File: config.mk
export PLATFORM = sky130hd
export DESIGN_NAME = ansi_sgr_to_text_attribute_core
export DESIGN_NICKNAME = d
export VERILOG_FILES = /design/src/rtl/asgr_pkg.sv /design/src/rtl/asgr_fifo.sv /design/src/rtl/asgr_front.sv /design/src/rtl/asgr_back.sv /design/src/rtl/ansi_sgr_to_text_attribute_core.sv
export SDC_FILE = /design/constraint.sdc
export NUM_CORES = 1
export LEC_CHECK = 0
export ABC_AREA = 0
export BUFFER_PORTS_ARGS = -buffer_cell sky130_fd_sc_hd__buf_2
export CORE_MARGIN = 1
export CORE_UTILIZATION = 55
export CTS_BUF_LIST = sky130_fd_sc_hd__clkbuf_16
export CTS_CLUSTER_DIAMETER = 100
export DETAILED_ROUTE_END_ITERATION = 12
export PLACE_DENSITY = 0.76
export SLEW_MARGIN = 20
export SYNTH_ARGS = -nofsm -noshare
export SYNTH_HDL_FRONTEND = slang
export SYNTH_SLANG_ARGS = --single-unit
File: constraint.sdc
create_clock -name clk -period 3.5 [get_ports clk]
set_input_delay 0.35 -clock clk [delete_from_list [all_inputs] [get_ports clk]]
set_output_delay 0.35 -clock clk [all_outputs]
set_load 0.01 [all_outputs]
File: src/rtl/asgr_pkg.sv
package asgr_pkg;

	localparam logic [7:0] CH_ESC   = 8'h1B;
	localparam logic [7:0] CH_LBRK  = 8'h5B;
	localparam logic [7:0] CH_RBRK  = 8'h5D;
	localparam logic [7:0] CH_BSL   = 8'h5C;
	localparam logic [7:0] CH_SEMI  = 8'h3B;
	localparam logic [7:0] CH_ZERO  = 8'h30;
	localparam logic [7:0] CH_NINE  = 8'h39;
	localparam logic [7:0] CH_SGR_M = 8'h6D;

	// token ops from the front part
	localparam logic [2:0] OP_NONE   = 3'd0;
	localparam logic [2:0] OP_TEXT   = 3'd1;
	localparam logic [2:0] OP_OPEN   = 3'd2;
	localparam logic [2:0] OP_SEP    = 3'd3;
	localparam logic [2:0] OP_DIGIT  = 3'd4;
	localparam logic [2:0] OP_COMMIT = 3'd5;

	localparam logic [1:0] KIND_NONE   = 2'd0;
	localparam logic [1:0] KIND_TEXT   = 2'd1;
	localparam logic [1:0] KIND_COMMIT = 2'd2;

	localparam logic [15:0] FG_MASK  = 16'h000F;
	localparam logic [15:0] BG_MASK  = 16'h0070;
	localparam logic [15:0] FG_COLOR = 16'h0007;
	localparam logic [15:0] FG_INT   = 16'h0008;
	localparam logic [15:0] BG_INT   = 16'h0080;
	localparam logic [15:0] REV_BIT  = 16'h4000;
	localparam logic [15:0] UND_BIT  = 16'h8000;

	localparam logic [2:0] SKIP_NONE = 3'd0;
	localparam logic [2:0] SKIP_SEL  = 3'd1;
	localparam logic [2:0] SKIP_ONE  = 3'd2;
	localparam logic [2:0] SKIP_THREE = 3'd4;

	typedef struct packed {
		logic [2:0] op;
		logic [7:0] text_byte;
		logic       eot;
	} token_t;

	typedef struct packed {
		logic [1:0]  kind;
		logic [7:0]  text_byte;
		logic [15:0] attr;
		logic        restored;
	} result_t;

	typedef struct packed {
		logic [15:0] attr;
		logic        bold;
		logic [2:0]  skip;
	} pend_t;

	function automatic logic [2:0] color_map(input logic [2:0] idx);
		logic [2:0] c;
		case (idx)
			3'd0: c = 3'd0;
			3'd1: c = 3'd4;
			3'd2: c = 3'd2;
			3'd3: c = 3'd6;
			3'd4: c = 3'd1;
			3'd5: c = 3'd5;
			3'd6: c = 3'd3;
			default: c = 3'd7;
		endcase
		return c;
	endfunction

	// one SGR parameter applied to the pending attribute
	function automatic pend_t apply_param(input logic [7:0] p, input pend_t cur,
			input logic [15:0] orig);
		pend_t r;
		logic [7:0] off;
		r = cur;
		off = 8'd0;
		if (cur.skip == SKIP_SEL) begin
			r.skip = (p == 8'd2) ? SKIP_THREE : (p == 8'd5) ? SKIP_ONE : SKIP_NONE;
		end else if (cur.skip != SKIP_NONE) begin
			r.skip = (cur.skip == SKIP_ONE) ? SKIP_NONE : cur.skip - 3'd1;
		end else begin
			case (p) inside
				8'd0: begin
					r.attr = orig;
					r.bold = 1'b0;
				end
				8'd1: begin
					r.attr = cur.attr | FG_INT;
					r.bold = 1'b1;
				end
				8'd4:  r.attr = cur.attr | UND_BIT;
				8'd7:  r.attr = cur.attr | REV_BIT;
				8'd22: r.attr = cur.attr & ~FG_INT;
				8'd24: r.attr = cur.attr & ~UND_BIT;
				8'd27: r.attr = cur.attr & ~REV_BIT;
				[8'd30:8'd37]: begin
					off = p - 8'd30;
					r.attr = (cur.attr & ~FG_MASK) | {13'd0, color_map(off[2:0])}
						| (cur.bold ? FG_INT : 16'd0);
				end
				8'd38, 8'd48: r.skip = SKIP_SEL;
				8'd39: r.attr = (cur.attr & ~FG_COLOR) | (orig & FG_COLOR);
				[8'd40:8'd47]: begin
					off = p - 8'd40;
					r.attr = (cur.attr & ~BG_MASK) | {9'd0, color_map(off[2:0]), 4'd0};
				end
				8'd49: r.attr = (cur.attr & ~BG_MASK) | (orig & BG_MASK);
				[8'd90:8'd97]: begin
					off = p - 8'd90;
					r.attr = (cur.attr & ~FG_COLOR) | {13'd0, color_map(off[2:0])} | FG_INT;
				end
				[8'd100:8'd107]: begin
					off = p - 8'd100;
					r.attr = (cur.attr & ~BG_MASK) | {9'd0, color_map(off[2:0]), 4'd0}
						| BG_INT;
				end
				default: r = cur;
			endcase
		end
		return r;
	endfunction

endpackage

File: src/rtl/asgr_fifo.sv
module asgr_fifo #(
	parameter int WIDTH = 8,
	parameter int DEPTH = 2
) (
	input  logic             clk,
	input  logic             arst_n,
	input  logic             push,
	input  logic [WIDTH-1:0] wdata,
	output logic             full,
	input  logic             pop,
	output logic [WIDTH-1:0] rdata,
	output logic             empty
);

	localparam int PW = (DEPTH > 1) ? $clog2(DEPTH) : 1;
	localparam int CW = $clog2(DEPTH + 1);
	localparam logic [PW-1:0] LAST = PW'(DEPTH - 1);

	logic [WIDTH-1:0] mem_q [DEPTH];
	logic [PW-1:0]    wr_q;
	logic [PW-1:0]    rd_q;
	logic [CW-1:0]    cnt_q;
	logic             do_push;
	logic             do_pop;

	assign full    = (cnt_q == CW'(DEPTH));
	assign empty   = (cnt_q == '0);
	assign do_push = push && !full;
	assign do_pop  = pop && !empty;
	assign rdata   = mem_q[rd_q];

	always_ff @(posedge clk) begin
		if (do_push) begin
			mem_q[wr_q] <= wdata;
		end
	end

	always_ff @(posedge clk or negedge arst_n) begin
		if (!arst_n) begin
			wr_q  <= '0;
			rd_q  <= '0;
			cnt_q <= '0;
		end else begin
			if (do_push) begin
				wr_q <= (wr_q == LAST) ? '0 : wr_q + PW'(1);
			end
			if (do_pop) begin
				rd_q <= (rd_q == LAST) ? '0 : rd_q + PW'(1);
			end
			if (do_push && !do_pop) begin
				cnt_q <= cnt_q + CW'(1);
			end else if (do_pop && !do_push) begin
				cnt_q <= cnt_q - CW'(1);
			end
		end
	end

endmodule

File: src/rtl/asgr_front.sv
module asgr_front (
	input  logic              clk,
	input  logic              arst_n,
	input  logic              take,
	input  logic [7:0]        text_byte,
	input  logic              end_of_text,
	output asgr_pkg::token_t  token
);

	localparam logic [2:0] M_TEXT    = 3'd0;
	localparam logic [2:0] M_ESC     = 3'd1;
	localparam logic [2:0] M_CSI     = 3'd2;
	localparam logic [2:0] M_OSC     = 3'd3;
	localparam logic [2:0] M_OSC_ESC = 3'd4;

	logic [2:0] mode_q;
	logic [2:0] mode_nxt;
	logic [2:0] op;

	always_comb begin
		mode_nxt = mode_q;
		op       = asgr_pkg::OP_NONE;
		unique case (mode_q)
			M_TEXT: begin
				if (text_byte == asgr_pkg::CH_ESC) begin
					mode_nxt = M_ESC;
				end else begin
					op = asgr_pkg::OP_TEXT;
				end
			end
			M_ESC: begin
				if (text_byte == asgr_pkg::CH_LBRK) begin
					mode_nxt = M_CSI;
					op       = asgr_pkg::OP_OPEN;
				end else if (text_byte == asgr_pkg::CH_RBRK) begin
					mode_nxt = M_OSC;
				end else begin
					mode_nxt = M_TEXT;
				end
			end
			M_CSI: begin
				if (text_byte == asgr_pkg::CH_SEMI) begin
					op = asgr_pkg::OP_SEP;
				end else if (text_byte >= asgr_pkg::CH_ZERO && text_byte <= asgr_pkg::CH_NINE) begin
					op = asgr_pkg::OP_DIGIT;
				end else if (text_byte == asgr_pkg::CH_SGR_M) begin
					op       = asgr_pkg::OP_COMMIT;
					mode_nxt = M_TEXT;
				end else begin
					mode_nxt = M_TEXT;
				end
			end
			M_OSC: begin
				if (text_byte == asgr_pkg::CH_ESC) begin
					mode_nxt = M_OSC_ESC;
				end
			end
			M_OSC_ESC: begin
				if (text_byte == asgr_pkg::CH_BSL) begin
					mode_nxt = M_TEXT;
				end else if (text_byte != asgr_pkg::CH_ESC) begin
					mode_nxt = M_OSC;
				end
			end
			default: mode_nxt = M_TEXT;
		endcase
		if (end_of_text) begin
			mode_nxt = M_TEXT;
		end
	end

	assign token.op        = op;
	assign token.text_byte = text_byte;
	assign token.eot       = end_of_text;

	always_ff @(posedge clk or negedge arst_n) begin
		if (!arst_n) begin
			mode_q <= M_TEXT;
		end else if (take) begin
			mode_q <= mode_nxt;
		end
	end

endmodule

File: src/rtl/asgr_back.sv
module asgr_back (
	input  logic              clk,
	input  logic              arst_n,
	input  logic              cfg_we,
	input  logic [15:0]       cfg_data,
	input  logic              run,
	input  asgr_pkg::token_t  token,
	output asgr_pkg::result_t result
);

	logic [15:0]     orig_q;
	logic [15:0]     cur_attr_q;
	logic            cur_bold_q;
	asgr_pkg::pend_t pend_q;
	logic [7:0]      param_q;
	asgr_pkg::pend_t applied;
	logic [11:0]     acc;
	logic [3:0]      digit;
	logic [7:0]      diff;

	assign applied = asgr_pkg::apply_param(param_q, pend_q, orig_q);
	assign diff    = token.text_byte - asgr_pkg::CH_ZERO;
	assign digit   = diff[3:0];
	// param * 10 + digit, max 2559
	assign acc     = {1'b0, param_q, 3'd0} + {3'd0, param_q, 1'b0} + {8'd0, digit};

	always_comb begin
		result.kind      = asgr_pkg::KIND_NONE;
		result.text_byte = 8'd0;
		result.attr      = cur_attr_q;
		result.restored  = token.eot;
		case (token.op)
			asgr_pkg::OP_TEXT: begin
				result.kind      = asgr_pkg::KIND_TEXT;
				result.text_byte = token.text_byte;
			end
			asgr_pkg::OP_COMMIT: begin
				result.kind = asgr_pkg::KIND_COMMIT;
				result.attr = applied.attr;
			end
			default: ;
		endcase
	end

	// end of text drops any open sequence; pending attr is reloaded at the next open
	always_ff @(posedge clk or negedge arst_n) begin
		if (!arst_n) begin
			orig_q     <= 16'h0007;
			cur_attr_q <= 16'h0007;
			cur_bold_q <= 1'b0;
			param_q    <= 8'd0;
			pend_q     <= '{attr: 16'h0000, bold: 1'b0, skip: asgr_pkg::SKIP_NONE};
		end else if (cfg_we) begin
			orig_q     <= cfg_data;
			cur_attr_q <= cfg_data;
			cur_bold_q <= 1'b0;
		end else if (run) begin
			if (token.eot) begin
				cur_attr_q  <= orig_q;
				cur_bold_q  <= 1'b0;
				param_q     <= 8'd0;
				pend_q.skip <= asgr_pkg::SKIP_NONE;
			end else begin
				case (token.op)
					asgr_pkg::OP_OPEN: begin
						param_q <= 8'd0;
						pend_q  <= '{attr: cur_attr_q, bold: cur_bold_q,
							skip: asgr_pkg::SKIP_NONE};
					end
					asgr_pkg::OP_SEP: begin
						param_q <= 8'd0;
						pend_q  <= applied;
					end
					asgr_pkg::OP_DIGIT: begin
						param_q <= (acc > 12'd255) ? 8'hFF : acc[7:0];
					end
					asgr_pkg::OP_COMMIT: begin
						pend_q     <= applied;
						cur_attr_q <= applied.attr;
						cur_bold_q <= applied.bold;
					end
					default: ;
				endcase
			end
		end
	end

endmodule

File: src/rtl/ansi_sgr_to_text_attribute_core.sv
// Text byte stream to attributed text. One byte is taken per clock when the
// input queue is not full, and every byte yields exactly one result: a text byte
// with its 16-bit attribute, an attribute commit at the 'm' that closes an SGR
// sequence, or an empty entry for bytes the escape parser swallows. The front
// tracks escape/CSI/OSC mode, a QUEUE_DEPTH-entry queue decouples it from the
// back, which keeps the attribute state and applies SGR parameters, and a
// second queue of the same depth holds results. Sustained rate is one byte per
// cycle unless the result queue fills; results reach the ports via both queues.
// Write orig_attr only while idle: it also loads the current attribute.
module ansi_sgr_to_text_attribute_core #(
	parameter int QUEUE_DEPTH = 2
) (
	input  logic        clk,
	input  logic        arst_n,
	input  logic        push,
	output logic        full,
	input  logic [7:0]  text_byte,
	input  logic        end_of_text,
	output logic        empty,
	input  logic        pop,
	output logic [1:0]  out_kind,
	output logic [7:0]  out_byte,
	output logic [15:0] out_attr,
	output logic        restored,
	input  logic        cfg_valid,
	output logic        cfg_ready,
	input  logic [15:0] cfg_data
);

	asgr_pkg::token_t  fe_token;
	asgr_pkg::token_t  be_token;
	asgr_pkg::result_t be_result;
	asgr_pkg::result_t out_result;
	logic              take;
	logic              mid_full;
	logic              mid_empty;
	logic              out_full;
	logic              run;

	assign cfg_ready = 1'b1;
	assign full      = mid_full;
	assign take      = push && !mid_full;
	assign run       = !mid_empty && !out_full;

	asgr_front u_front (
		.clk         (clk),
		.arst_n      (arst_n),
		.take        (take),
		.text_byte   (text_byte),
		.end_of_text (end_of_text),
		.token       (fe_token)
	);

	asgr_fifo #(
		.WIDTH ($bits(asgr_pkg::token_t)),
		.DEPTH (QUEUE_DEPTH)
	) u_mid_q (
		.clk    (clk),
		.arst_n (arst_n),
		.push   (push),
		.wdata  (fe_token),
		.full   (mid_full),
		.pop    (run),
		.rdata  (be_token),
		.empty  (mid_empty)
	);

	asgr_back u_back (
		.clk      (clk),
		.arst_n   (arst_n),
		.cfg_we   (cfg_valid && cfg_ready),
		.cfg_data (cfg_data),
		.run      (run),
		.token    (be_token),
		.result   (be_result)
	);

	asgr_fifo #(
		.WIDTH ($bits(asgr_pkg::result_t)),
		.DEPTH (QUEUE_DEPTH)
	) u_out_q (
		.clk    (clk),
		.arst_n (arst_n),
		.push   (run),
		.wdata  (be_result),
		.full   (out_full),
		.pop    (pop),
		.rdata  (out_result),
		.empty  (empty)
	);

	assign out_kind = out_result.kind;
	assign out_byte = out_result.text_byte;
	assign out_attr = out_result.attr;
	assign restored = out_result.restored;

`ifndef SYNTHESIS
	a_kind_legal: assert property (@(posedge clk) disable iff (!arst_n)
		!empty |-> (out_kind == asgr_pkg::KIND_NONE || out_kind == asgr_pkg::KIND_TEXT
			|| out_kind == asgr_pkg::KIND_COMMIT))
		else $error("illegal result kind");

	a_byte_zero: assert property (@(posedge clk) disable iff (!arst_n)
		(!empty && out_kind != asgr_pkg::KIND_TEXT) |-> (out_byte == 8'd0))
		else $error("byte set on non-text result");

	a_back_no_overrun: assert property (@(posedge clk) disable iff (!arst_n)
		(run && !pop) |=> !empty)
		else $error("result lost after back-end step");

	a_commit_from_csi: assert property (@(posedge clk) disable iff (!arst_n)
		(run && be_token.op == asgr_pkg::OP_COMMIT) |-> (be_result.kind == asgr_pkg::KIND_COMMIT))
		else $error("commit token without commit result");
`endif

endmodule
==> metrics.md, run 1 <==
| Metric | Value |
|---|---|
| Post-DP HPWL | 13600 microns |
| Post-synthesis register bit count | 150 |
| Cell with the most instances after synthesis | edfxtp_1 |
| Startpoint Class | register |
| Setup TNS | 0 ns |
| Power Total | between 0.009 and 0.01 W |
| Share of the synthesized area in the top cell type | 0.292 |
| Die H | 123 microns |
| Worst Setup End Kind | register |
| Worst setup path category | register to register |
| Core footprint | 0.0140 sq mm |
| Clock tree root buffer cell | clkbuf_16 |
| Post-synthesis sequential area ratio | 0.518 |
| H-tree levels | 4 |
| Final count of negative-setup-slack endpoints | 0 |
| Number of global-route vias before repair | 6434 |
| Async SR Flop Fraction | 0.480 |
| Starting Density | 0.571 |
| First-pass GRT wire length | 32000 microns |
| Top post-synthesis cells by area | edfxtp_1, dfrtp_1, mux2_2, o21ai_0, ha_1 |
| Final net count | roughly 900 |
| Reg2reg path depth | 14 |
| Worst hold path type | input pin to register |
| Clock sink total | 150 |
| Synth cell count leaders | edfxtp_1, nand2_1, o21ai_0 |
| CP max stage cell | fa_1 |
| WP data required | 3.85 ns |
| Area grow syn2layout | 13.8% |
| I/O Buffers | 58 |
| WP depth | 14 |
| Drt total wl | 19700 microns |
| Minimum clock period | 3.25 ns |
| Hold_ws | between 0.1 and 0.15 ns |
| Top FF cell, synth | edfxtp_1 |
| Worst rel slew slack | 0.276 |
| CTS clock-pin slew for the worst setup and hold paths | about 0.070 ns |
| Vias | 6339 |
| Post-Syn Area | 0.00802 sq mm |
| Fmax | 307 MHz |
| CTS tree | done |
| Tcrit/Tclk final | 0.930 |
| Via density | 6.20 |
| CTS Buffer Depth | 2 |
| Io pins | 60 |
| Post-synth EDFFs | 78 |
| Postcts setup bufs | 0 |
| Worst-Skew Late Latency | 0.44 ns |
| WP data arrival | between 3 and 4 ns |
| IR drop worst, VDD | 616 uV |
| Critical Path, Cell by Cell | buf_4 > mux2_2 > ha_1 > ha_1 > inv_1 > fa_1 > nor2b_1 > o21ai_0 > a21boi_1 > buf_4 > o21ai_0 > o2bb2ai_4 > nor2b_1 > o21ai_0 |
| Unrepaired setup endpoints after global routing | false |
| Row cnt | 43 |
| Global Route Usage Sum | 0.280 |
| ANT nets after route | 0 |
| Status | completed |
| Synthesized netlist cell count | 767 |
| CP most frequent cell | o21ai_0 |
| Cell variety after synth | 77 |
| Average wire per standard cell | 19.2 microns |
| Ant. Diodes | 0 |
| Die area | 0.0151 sq mm |
| Measured slew at the worst slew-check pin | 1.09 ns |
| Worst path bufs/invs | 3 |
| Initial antenna violation count | 0 |
| Placer Congestion | 0.930 |
| Max cap viols | 0 |
| Final hold viol count | 0 |
| Placed cell count | 989 |
| Yosys warnings | 0 |
| Yosys top cell by area | edfxtp_1 |
| Layout cell share with drive strength beyond 1 | 0.205 |
| Die Wd | between 100 and 150 microns |
| PD cells | between 1000 and 1500 mW/mm^2 |
| Total CTS buffers | 17 |
| Final max-slew violation count | 0 |
| Setup Skew | ~0.011 ns |
| Worst Path Max Fanout | 13 |
| Finished Layout Cells | 1022 |
| # DRC | 0 |
| Leakage power | 3.81 nW |
| Drt pass-1 iters | 7 |
| Mapped Nets | a little over 800 |
| Worst path top cell family by delay | adder cells |
| Hold Crit Depth | 3 |
| Avg Cell Area, Syn | 10.5 sq um |
| Slowest stage delay, CP | 0.41 ns |
| # fillers | 1142 |
| Initial DRC count | 550 |
| Pin count of the biggest net entering global routing | 53 |
| Grt ovf | 0 |
logic make-up after synthesis:
| family | Yosys count | synth area share |
|---|---|---|
| xor gates and xnor gates | 14 | 0.0153 |
| other | 1 | 0.000468 |
| and+or+nand+nor | 240 | 0.146 |
| adders and majority gates | 25 | 0.0409 |
| buffers and inverters | 76 | 0.0382 |
| AOI/OAI and AO/OA | 204 | 0.164 |
| muxes | 57 | 0.0771 |
| DFF | 150 | 0.518 |
tightest hold or removal path, cell delays in order:
cell,delay (ns)
buf_2,0.07
nand2_1,0.05
nand3_1,0.06
registers in the layout (all words and copies together) (netlist names), 2 cells and up:
register,cells
u_back.cur_attr_q,16
u_back.orig_q,16
u_back.param_q,8
u_back.pend_q,20
u_front.mode_q,3
u_mid_q.cnt_q,2
u_mid_q.mem_q,24
u_out_q.cnt_q,2
u_out_q.mem_q,54
per-stage QoR:
step	util	instance area [sq um]	setup WS, ns
after floorplan	-	8030	0.0237
after global placement	0.609	8550	0.383
after detailed placement	0.609	8550	0.201
after CTS	0.649	9110	0.188
after global routing	0.650	9120	0.0150
final	0.650	9120	0.245
per-layer routing:
metal / vias to the layer above / GRT usage / part of all wire
met2: 252 / 0.463 / 0.49
met5: - / 0 / 0
met4: 0 / 0.118 / 0.023
met3: 44 / 0.0595 / 0.062
met1: 3098 / 0.354 / 0.42
li1: 2945 / - / -
final cells by class:
cell class	instances	area, sq um	share of cell area
Sequential cell	150	4150	0.455
Multi-Input combinational cell	541	3590	0.393
Timing Repair Buffer	81	465	0.0510
Clock buffer	17	425	0.0466
Tap cell	180	225	0.0247
Inverter	38	143	0.0156
Clock inverter	15	124	0.0136
report_power, final:
group | leakage, nW | internal (W) | switching (W)
Combinational | 1.92 | 0.00175 | 0.00261
Clock | 0.258 | 0.000919 | 0.000803
Sequential | 1.63 | 0.00279 | 0.000474
Total | 3.81 | 0.00545 | 0.00389
what timing repair did:
item	CTS	global route
hold buffers	1	0
setup endpoints to repair	0	7
hold endpoints to repair	9	0
gates resized for setup	0	2
cells in the final DEF (no fill, tap or decap), types with 4 or more instances in the layout:
cell type,synthesis,layout
edfxtp_1,78,78
nand2_1,73,73
o21ai_0,68,68
dfrtp_1,66,66
nor2_1,66,65
buf_2,5,58
mux2_2,38,38
inv_1,38,38
a21oi_1,38,38
ha_1,23,23
nand3_1,22,22
buf_4,2,22
mux2i_1,19,19
clkbuf_16,0,17
a21o_1,15,15
a22oi_1,12,12
nor2b_1,11,11
nor3_1,10,10
o211ai_1,10,10
nand3b_1,9,9
nand4_1,9,9
o22ai_1,9,8
xnor2_1,8,8
xor2_1,6,6
nand2b_1,6,6
o31ai_1,6,6
dfstp_2,6,6
and3_1,5,5
o21a_1,5,5
o2111ai_1,4,4
nor3b_1,4,4
clkinvlp_4,0,4
path summary, 6_finish.rpt:
check	end	from	slack, ns
hold / removal	u_back.cur_attr_q[10]$_DFFE_PN0P_	cfg_data[10]	0.13
hold reg to reg	u_back.pend_q[18]$_DFFE_PN0P_	u_back.pend_q[18]$_DFFE_PN0P_	0.50
min in group asynchronous	u_back.param_q[7]$_DFFE_PN0P_	arst_n	0.32
setup / recovery	u_back.param_q[1]$_DFFE_PN0P_	u_mid_q.rd_q$_DFFE_PN0P_	0.25
setup reg to reg	u_back.param_q[1]$_DFFE_PN0P_	u_mid_q.rd_q$_DFFE_PN0P_	0.25
max in group asynchronous	u_back.pend_q[7]$_DFFE_PN0P_	arst_n	2.42
Note: power is estimated with default switching activity, not from simulation.
==> inputs of run 2 (changes only) <==
Settings changed: CORE_ASPECT_RATIO set to 1.2, CORE_UTILIZATION 55 to 45, PLACE_DENSITY 0.76 to 0.64.
==> run 2 against run 1 <==
Via count down 1.9%; die area increased by 22%; utilization is 12 points lower; critical path type unchanged; highest routed layer unchanged; critical path depth unchanged; clock skew fell by 0.00064 ns; sequential power decreased by 2%.
==> metrics.md, run 2 (synthesis results as in run 1) <==
| Metric | Value |
|---|---|
| Status | completed (unchanged) |
| R2R Path Start | u_mid_q.rd_q$_DFFE_PN0P_ (unchanged) |
| Average wire per standard cell | 18.7 microns (was 19.2 microns) |
| Most common cell after layout, fill and taps aside | edfxtp_1 (unchanged) |
| FF-to-FF setup slack | 0.30 ns (was 0.25 ns) |
| Pin count of the biggest net entering global routing | 63 (was 53) |
| Via density | 5.83 (was 6.20) |
| CTS clock-pin slew for the worst setup and hold paths | 0.06 ns (was 0.07 ns) |
| Final net count | 889 (was 884) |
| Setup TNS | 0 ns (unchanged) |
| CTS Buffer Depth | 2 (unchanged) |
| Tcrit/Tclk final | 0.914 (was 0.930) |
| Postcts setup bufs | 0 (unchanged) |
| Vias | 6217 (was 6339) |
| Clock tree root buffer cell | clkbuf_16 (unchanged) |
| Drt pass-1 iters | 5 (was 7) |
| Layout cell share with drive strength beyond 1 | 0.205 (about the same) |
| Worst setup path category | register to register (unchanged) |
| Worst Setup End Kind | register (unchanged) |
| Reg2reg path depth | 14 (unchanged) |
| Total CTS buffers | 17 (unchanged) |
| I/O Buffers | 58 (unchanged) |
| Largest registers | u_out_q.mem_q x54, u_mid_q.mem_q x24, u_back.pend_q x20 (unchanged) |
| Setup Skew | 0.0101 ns (was 0.0108 ns) |
| Number of global-route vias before repair | 6074 (was 6434) |
| Ant. Diodes | 0 (unchanged) |
| Die Wd | 124 microns (was 123 microns) |
| Unrepaired setup endpoints after global routing | false (unchanged) |
| Post-layout util | 0.527 (was 0.650) |
| Post-DP HPWL | 14600 microns (was 13600 microns) |
| Max reg flops | 54 (unchanged) |
| Post-route cell area | 0.00923 sq mm (was 0.00912 sq mm) |
| RR Endpoint | u_back.param_q[2]$_DFFE_PN0P_ (was u_back.param_q[1]$_DFFE_PN0P_) |
| Hold Crit Depth | 3 (unchanged) |
| PD cells | 1020 mW/mm^2 (about the same) |
| Grt ovf | 0 (unchanged) |
| Global Route Usage Sum | 0.230 (was 0.280) |
| Max cap viols | 0 (unchanged) |
| Clock sink total | 150 (unchanged) |
| Leakage power | 3.86 nW (was 3.81 nW) |
| Startpoint Class | register (unchanged) |
| Initial DRC count | 438 (was 550) |
| Hold EP | u_back.cur_attr_q[11]$_DFFE_PN0P_ (was u_back.cur_attr_q[10]$_DFFE_PN0P_) |
| Worst Path Max Fanout | 13 (unchanged) |
| Critical path origin | u_mid_q.rd_q$_DFFE_PN0P_ (unchanged) |
| WP data required | 3.79 ns (was 3.85 ns) |
| Final max-slew violation count | 0 (unchanged) |
| H-tree levels | 4 (unchanged) |
| Worst-Skew Late Latency | 0.42 ns (was 0.44 ns) |
| Minimum clock period | 3.20 ns (was 3.25 ns) |
| First-pass GRT wire length | 31900 microns (was 32000 microns) |
| Final count of negative-setup-slack endpoints | 0 (unchanged) |
| Fmax | 313 MHz (was 307 MHz) |
| Io pins | 60 (unchanged) |
| Post-Place Cell Area | 0.00865 sq mm (was 0.00855 sq mm) |
| Core footprint | 0.0175 sq mm (was 0.0140 sq mm) |
| # DRC | 0 (unchanged) |
| Worst rel slew slack | 0.328 (was 0.276) |
| Starting Density | 0.458 (was 0.571) |
| Row cnt | 53 (was 43) |
| Measured slew at the worst slew-check pin | 1.00 ns (was 1.09 ns) |
| Die area | 0.0184 sq mm (was 0.0151 sq mm) |
| Worst hold path type | input pin to register (unchanged) |
| Drt total wl | 19900 microns (was 19700 microns) |
| IR drop worst, VDD | 440 uV (was 616 uV) |
| CTS tree | done (unchanged) |
| ANT nets after route | 0 (unchanged) |
| Final hold viol count | 0 (unchanged) |
| Initial antenna violation count | 0 (unchanged) |
| Area grow syn2layout | 15.1% (was 13.8%) |
| Die H | 148 microns (was 123 microns) |
| Largest reg by FF count | u_out_q.mem_q (unchanged) |
| Most frequent cells in the layout | edfxtp_1, nand2_1, o21ai_0 (unchanged) |
| Worst hold start | cfg_data[11] (was cfg_data[10]) |
| Placer Congestion | 0.885 (was 0.930) |
| WP data arrival | 3.49 ns (was 3.60 ns) |
-- run 2: stage by stage --
step / hold WS [ns] / power (W) / cells / setup slack [ns]
after detailed placement: 0.266 / 0.00772 / 1034 / 0.251
after global routing: 0.151 / 0.0101 / 1067 / 0.0411
after global placement: 0.261 / 0.00758 / 1034 / 0.368
final: 0.155 / 0.00943 / 1067 / 0.301
after floorplan: 0.0544 / 0.00618 / 767 / 0.0237
after CTS: 0.140 / 0.00948 / 1067 / 0.224
-- run 2: critical path: stages (launching register included) --
cell and delay, ns:
dfrtp_1 0.35, buf_4 0.24, mux2_2 0.38, ha_1 0.29, ha_1 0.22, inv_1 0.07, fa_1 0.21, nor2b_1 0.05
o21ai_0 0.22, a21boi_1 0.13, buf_4 0.15, o21ai_0 0.32, o2bb2ai_4 0.20, nor2b_1 0.16, o21ai_0 0.08
-- run 2: area by class of cell --
cell class                 count  area, sq um
clock buffer                  17          425
clock inverter                15          131
fill                        1573         8280
inverter                      38          143
multi-input combinational    541         3590
sequential                   150         4150
tap                          220          275
timing repair buffer          86          515
-- run 2: repair_timing --
item | 4_1_cts | 5_1_grt
hold endpoints to repair | 10 | 0
hold buffers | 1 | 0
setup endpoints to repair | 0 | 7
resized for setup | 0 | 2
-- run 2: where the power goes --
group          leakage (nW)  switching, W  internal, W
Sequential             1.63      0.000421      0.00279
Combinational          1.95       0.00272      0.00177
Clock                 0.281      0.000751     0.000985
Total                  3.86       0.00389      0.00555
-- run 2: layer usage --
metal	GRT usage	vias up	share of wire
met3	0.0433	41	0.044
met1	0.284	3051	0.42
met2	0.385	182	0.50
li1	-	2943	-
met4	0.102	0	0.032
met5	0	-	0
-- run 2: worst max-delay path by stage --
stage / endpoint / slack [ns] / depth (start not counted)
floorplan: u_back.param_q[0]$_DFFE_PN0P_ / 0.02 / 13
global route: u_back.param_q[4]$_DFFE_PN0P_ / 0.04 / 14
CTS: u_back.param_q[0]$_DFFE_PN0P_ / 0.22 / 13
detailed placement: u_back.param_q[0]$_DFFE_PN0P_ / 0.25 / 13
global placement: u_back.param_q[3]$_DFFE_PN0P_ / 0.37 / 13
finish: u_back.param_q[2]$_DFFE_PN0P_ / 0.30 / 14
==> inputs of run 3 (changes only) <==
Settings changed: MAX_ROUTING_LAYER set to met4.
==> run 3 against run 2 <==
The flow now finishes with violations (hold timing); maximum frequency grew 1.3%; power is 3.0% higher; first-iteration DRC count is 5.0% higher; hold slack worse by 0.19 ns; final cell count shrank 0.19%; largest power group unchanged; highest routed layer unchanged.
==> metrics.md, run 3 (synthesis results as in run 1) <==
| Metric | Value |
|---|---|
| Row cnt | 53 (unchanged) |
| WP data arrival | 3.49 ns (about the same) |
| Switching portion of total power | 0.412 (about the same) |
| Io pins | 60 (unchanged) |
| GR met1 Demand/Resource | 0.291 (was 0.284) |
| Final net count | 887 (was 889) |
| Clock tree root buffer cell | clkbuf_16 (unchanged) |
| Tcrit/Tclk final | 0.902 (was 0.914) |
| Initial DRC count | 460 (was 438) |
| Drt total wl | 20500 microns (was 19900 microns) |
| Unrepaired setup endpoints after global routing | false (unchanged) |
| Busiest grt layer | met2 (unchanged) |
| Max reg flops | 54 (unchanged) |
| Average wire per standard cell | 19.2 microns (was 18.7 microns) |
| Worst hold path type | input pin to async pin (was input pin to register) |
| R2R Path Start | u_mid_q.rd_q$_DFFE_PN0P_ (unchanged) |
| Register share of total power | 0.330 (was 0.340) |
| First-pass GRT wire length | 33600 microns (was 31900 microns) |
| Largest reg by FF count | u_out_q.mem_q (unchanged) |
| Largest registers | u_out_q.mem_q x54, u_mid_q.mem_q x24, u_back.pend_q x20 (unchanged) |
| Cell-internal power | 0.00572 W (was 0.00555 W) |
| Measured slew at the worst slew-check pin | 1.02 ns (was 1.00 ns) |
| CTS clock-pin slew for the worst setup and hold paths | 0.07 ns (was 0.06 ns) |
| Worst setup path category | register to register (unchanged) |
| Fmax | 317 MHz (was 313 MHz) |
| Worst Path Max Fanout | 13 (unchanged) |
| H-tree levels | 4 (unchanged) |
| ANT nets after route | 0 (unchanged) |
| Starting Density | 0.458 (unchanged) |
| Clock power frac | 0.202 (was 0.184) |
| Global Route Usage Sum | 0.247 (was 0.230) |
| Vias | 6284 (was 6217) |
| Clock sink total | 150 (unchanged) |
| M3 GR Usage | 0.0403 (was 0.0433) |
| Die Wd | 124 microns (unchanged) |
| Final count of negative-setup-slack endpoints | 0 (unchanged) |
| Sw Pwr | 0.00400 W (was 0.00389 W) |
| Comb power frac | 0.468 (was 0.476) |
| CTS tree | done (unchanged) |
| WP data required | 3.84 ns (was 3.79 ns) |
| Ant. Diodes | 0 (unchanged) |
| Max cap viols | 0 (unchanged) |
| Worst-Skew Late Latency | 0.43 ns (was 0.42 ns) |
| Postcts setup bufs | 0 (unchanged) |
| Violated checks | hold timing |
| Layout cell share with drive strength beyond 1 | 0.209 (was 0.205) |
| Most common cell after layout, fill and taps aside | edfxtp_1 (unchanged) |
| Core footprint | 0.0175 sq mm (unchanged) |
| Status | finished with violations (was completed) |
| Met2 Use GR | 0.409 (was 0.385) |
| IR drop worst, VDD | 465 uV (was 440 uV) |
| Setup TNS | 0 ns (unchanged) |
| I/O Buffers | 58 (unchanged) |
| Worst Setup End Kind | register (unchanged) |
| Critical path origin | u_mid_q.rd_q$_DFFE_PN0P_ (unchanged) |
| Drt pass-1 iters | 5 (unchanged) |
| Number of global-route vias before repair | 6552 (was 6074) |
| Post-layout util | 0.531 (was 0.527) |
| CTS Buffer Depth | 2 (unchanged) |
| Initial antenna violation count | 0 (unchanged) |
| Worst rel slew slack | 0.315 (was 0.328) |
| Via density | 5.90 (was 5.83) |
| Pin count of the biggest net entering global routing | 73 (was 63) |
| Post-DP HPWL | 14600 microns (about the same) |
| Total CTS buffers | 17 (unchanged) |
| Hold_ws | -0.0378 ns (was 0.155 ns) |
| Multi-input combinational cell area | 0.00359 sq mm (unchanged) |
| Final hold viol count | 31 (was 0) |
| Setup Skew | 0.00808 ns (was 0.0101 ns) |
| Placer Congestion | 0.938 (was 0.885) |
| # DRC | 0 (unchanged) |
| Leakage power | 3.88 nW (was 3.86 nW) |
| # fillers | 1570 (was 1573) |
| Startpoint Class | register (unchanged) |
| Die H | 148 microns (unchanged) |
| Area grow syn2layout | 15.9% (was 15.1%) |
| Most frequent cells in the layout | edfxtp_1, nand2_1, o21ai_0 (unchanged) |
| Die area | 0.0184 sq mm (unchanged) |
| Grt ovf | 0 (unchanged) |
| Final max-slew violation count | 0 (unchanged) |
| Minimum clock period | 3.16 ns (was 3.20 ns) |
| Power Total | 0.00972 W (was 0.00943 W) |
| Register Area | 0.00415 sq mm (unchanged) |
| PD cells | 1050 mW/mm^2 (was 1020 mW/mm^2) |
-- run 3: power groups by stage --
stage                     combinational [W]  sequential (W)  clock [W]
final                               0.00455         0.00321    0.00197
after global placement              0.00439         0.00318          0
after floorplan                     0.00312         0.00306          0
after CTS                           0.00453         0.00320    0.00199
after global routing                0.00497         0.00329    0.00206
after detailed placement            0.00451         0.00322          0
-- run 3: critical path, stage by stage (launching register included) --
cell	delay, ns
dfrtp_1	0.37
buf_4	0.24
mux2_2	0.38
ha_1	0.28
ha_1	0.16
inv_1	0.05
fa_1	0.39
nor2b_1	0.12
o21ai_0	0.10
a21boi_1	0.21
buf_4	0.15
o21ai_0	0.13
o2bb2ai_4	0.19
nor2b_1	0.15
o21ai_0	0.15
-- run 3: worst paths after layout --
| path | end | slack [ns] | cells past startpoint |
|---|---|---|---|
| setup / recovery | u_back.param_q[1]$_DFFE_PN0P_ | 0.34 | 14 |
| hold / removal | u_out_q.rd_q$_DFFE_PN0P_ | -0.04 | 2 |
| setup reg to reg | u_back.param_q[1]$_DFFE_PN0P_ | 0.34 | 14 |
| hold reg to reg | u_back.orig_q[0]$_DFFE_PN1P_ | 0.51 | 2 |
| max in group asynchronous | u_back.orig_q[2]$_DFFE_PN1P_ | 2.89 | 3 |
| min in group clk | u_back.orig_q[0]$_DFFE_PN1P_ | 0.15 | 3 |
-- run 3: per-stage QoR --
| step | hold slack (ns) | cells | setup slack [ns] | instance area [sq um] |
|---|---|---|---|---|
| finish | -0.0378 | 1065 | 0.344 | 9300 |
| detailed placement | 0.506 | 1032 | 0.274 | 8620 |
| floorplan | 0.0544 | 767 | 0.0237 | 8030 |
| global route | 0.0125 | 1065 | 0.0585 | 9300 |
| CTS | 0.140 | 1064 | 0.231 | 9260 |
| global placement | 0.482 | 1032 | 0.395 | 8620 |
-- run 3: repair_timing --
item | 4_1_cts | 5_1_grt
endpoints found under the hold margin | 0 | 0
hold buffers | 0 | 0
endpoints found under the setup margin | 0 | 2
gates resized for setup | 0 | 2
-- run 3: final cells by class --
| cell class | count | share of cell area |
|---|---|---|
| clock buffers | 17 | 0.0458 |
| clock inverters | 15 | 0.0232 |
| inverters | 38 | 0.0153 |
| multi-input cells | 541 | 0.386 |
| flip-flops and latches | 150 | 0.447 |
| well taps | 220 | 0.0296 |
| repair buffers | 84 | 0.0536 |
-- run 3: per-layer routing --
| metal | vias up | part of all wire |
|---|---|---|
| li1 | 2951 | - |
| met1 | 3119 | 0.42 |
| met2 | 178 | 0.51 |
| met3 | 36 | 0.039 |
| met4 | 0 | 0.032 |
| met5 | - | 0 |
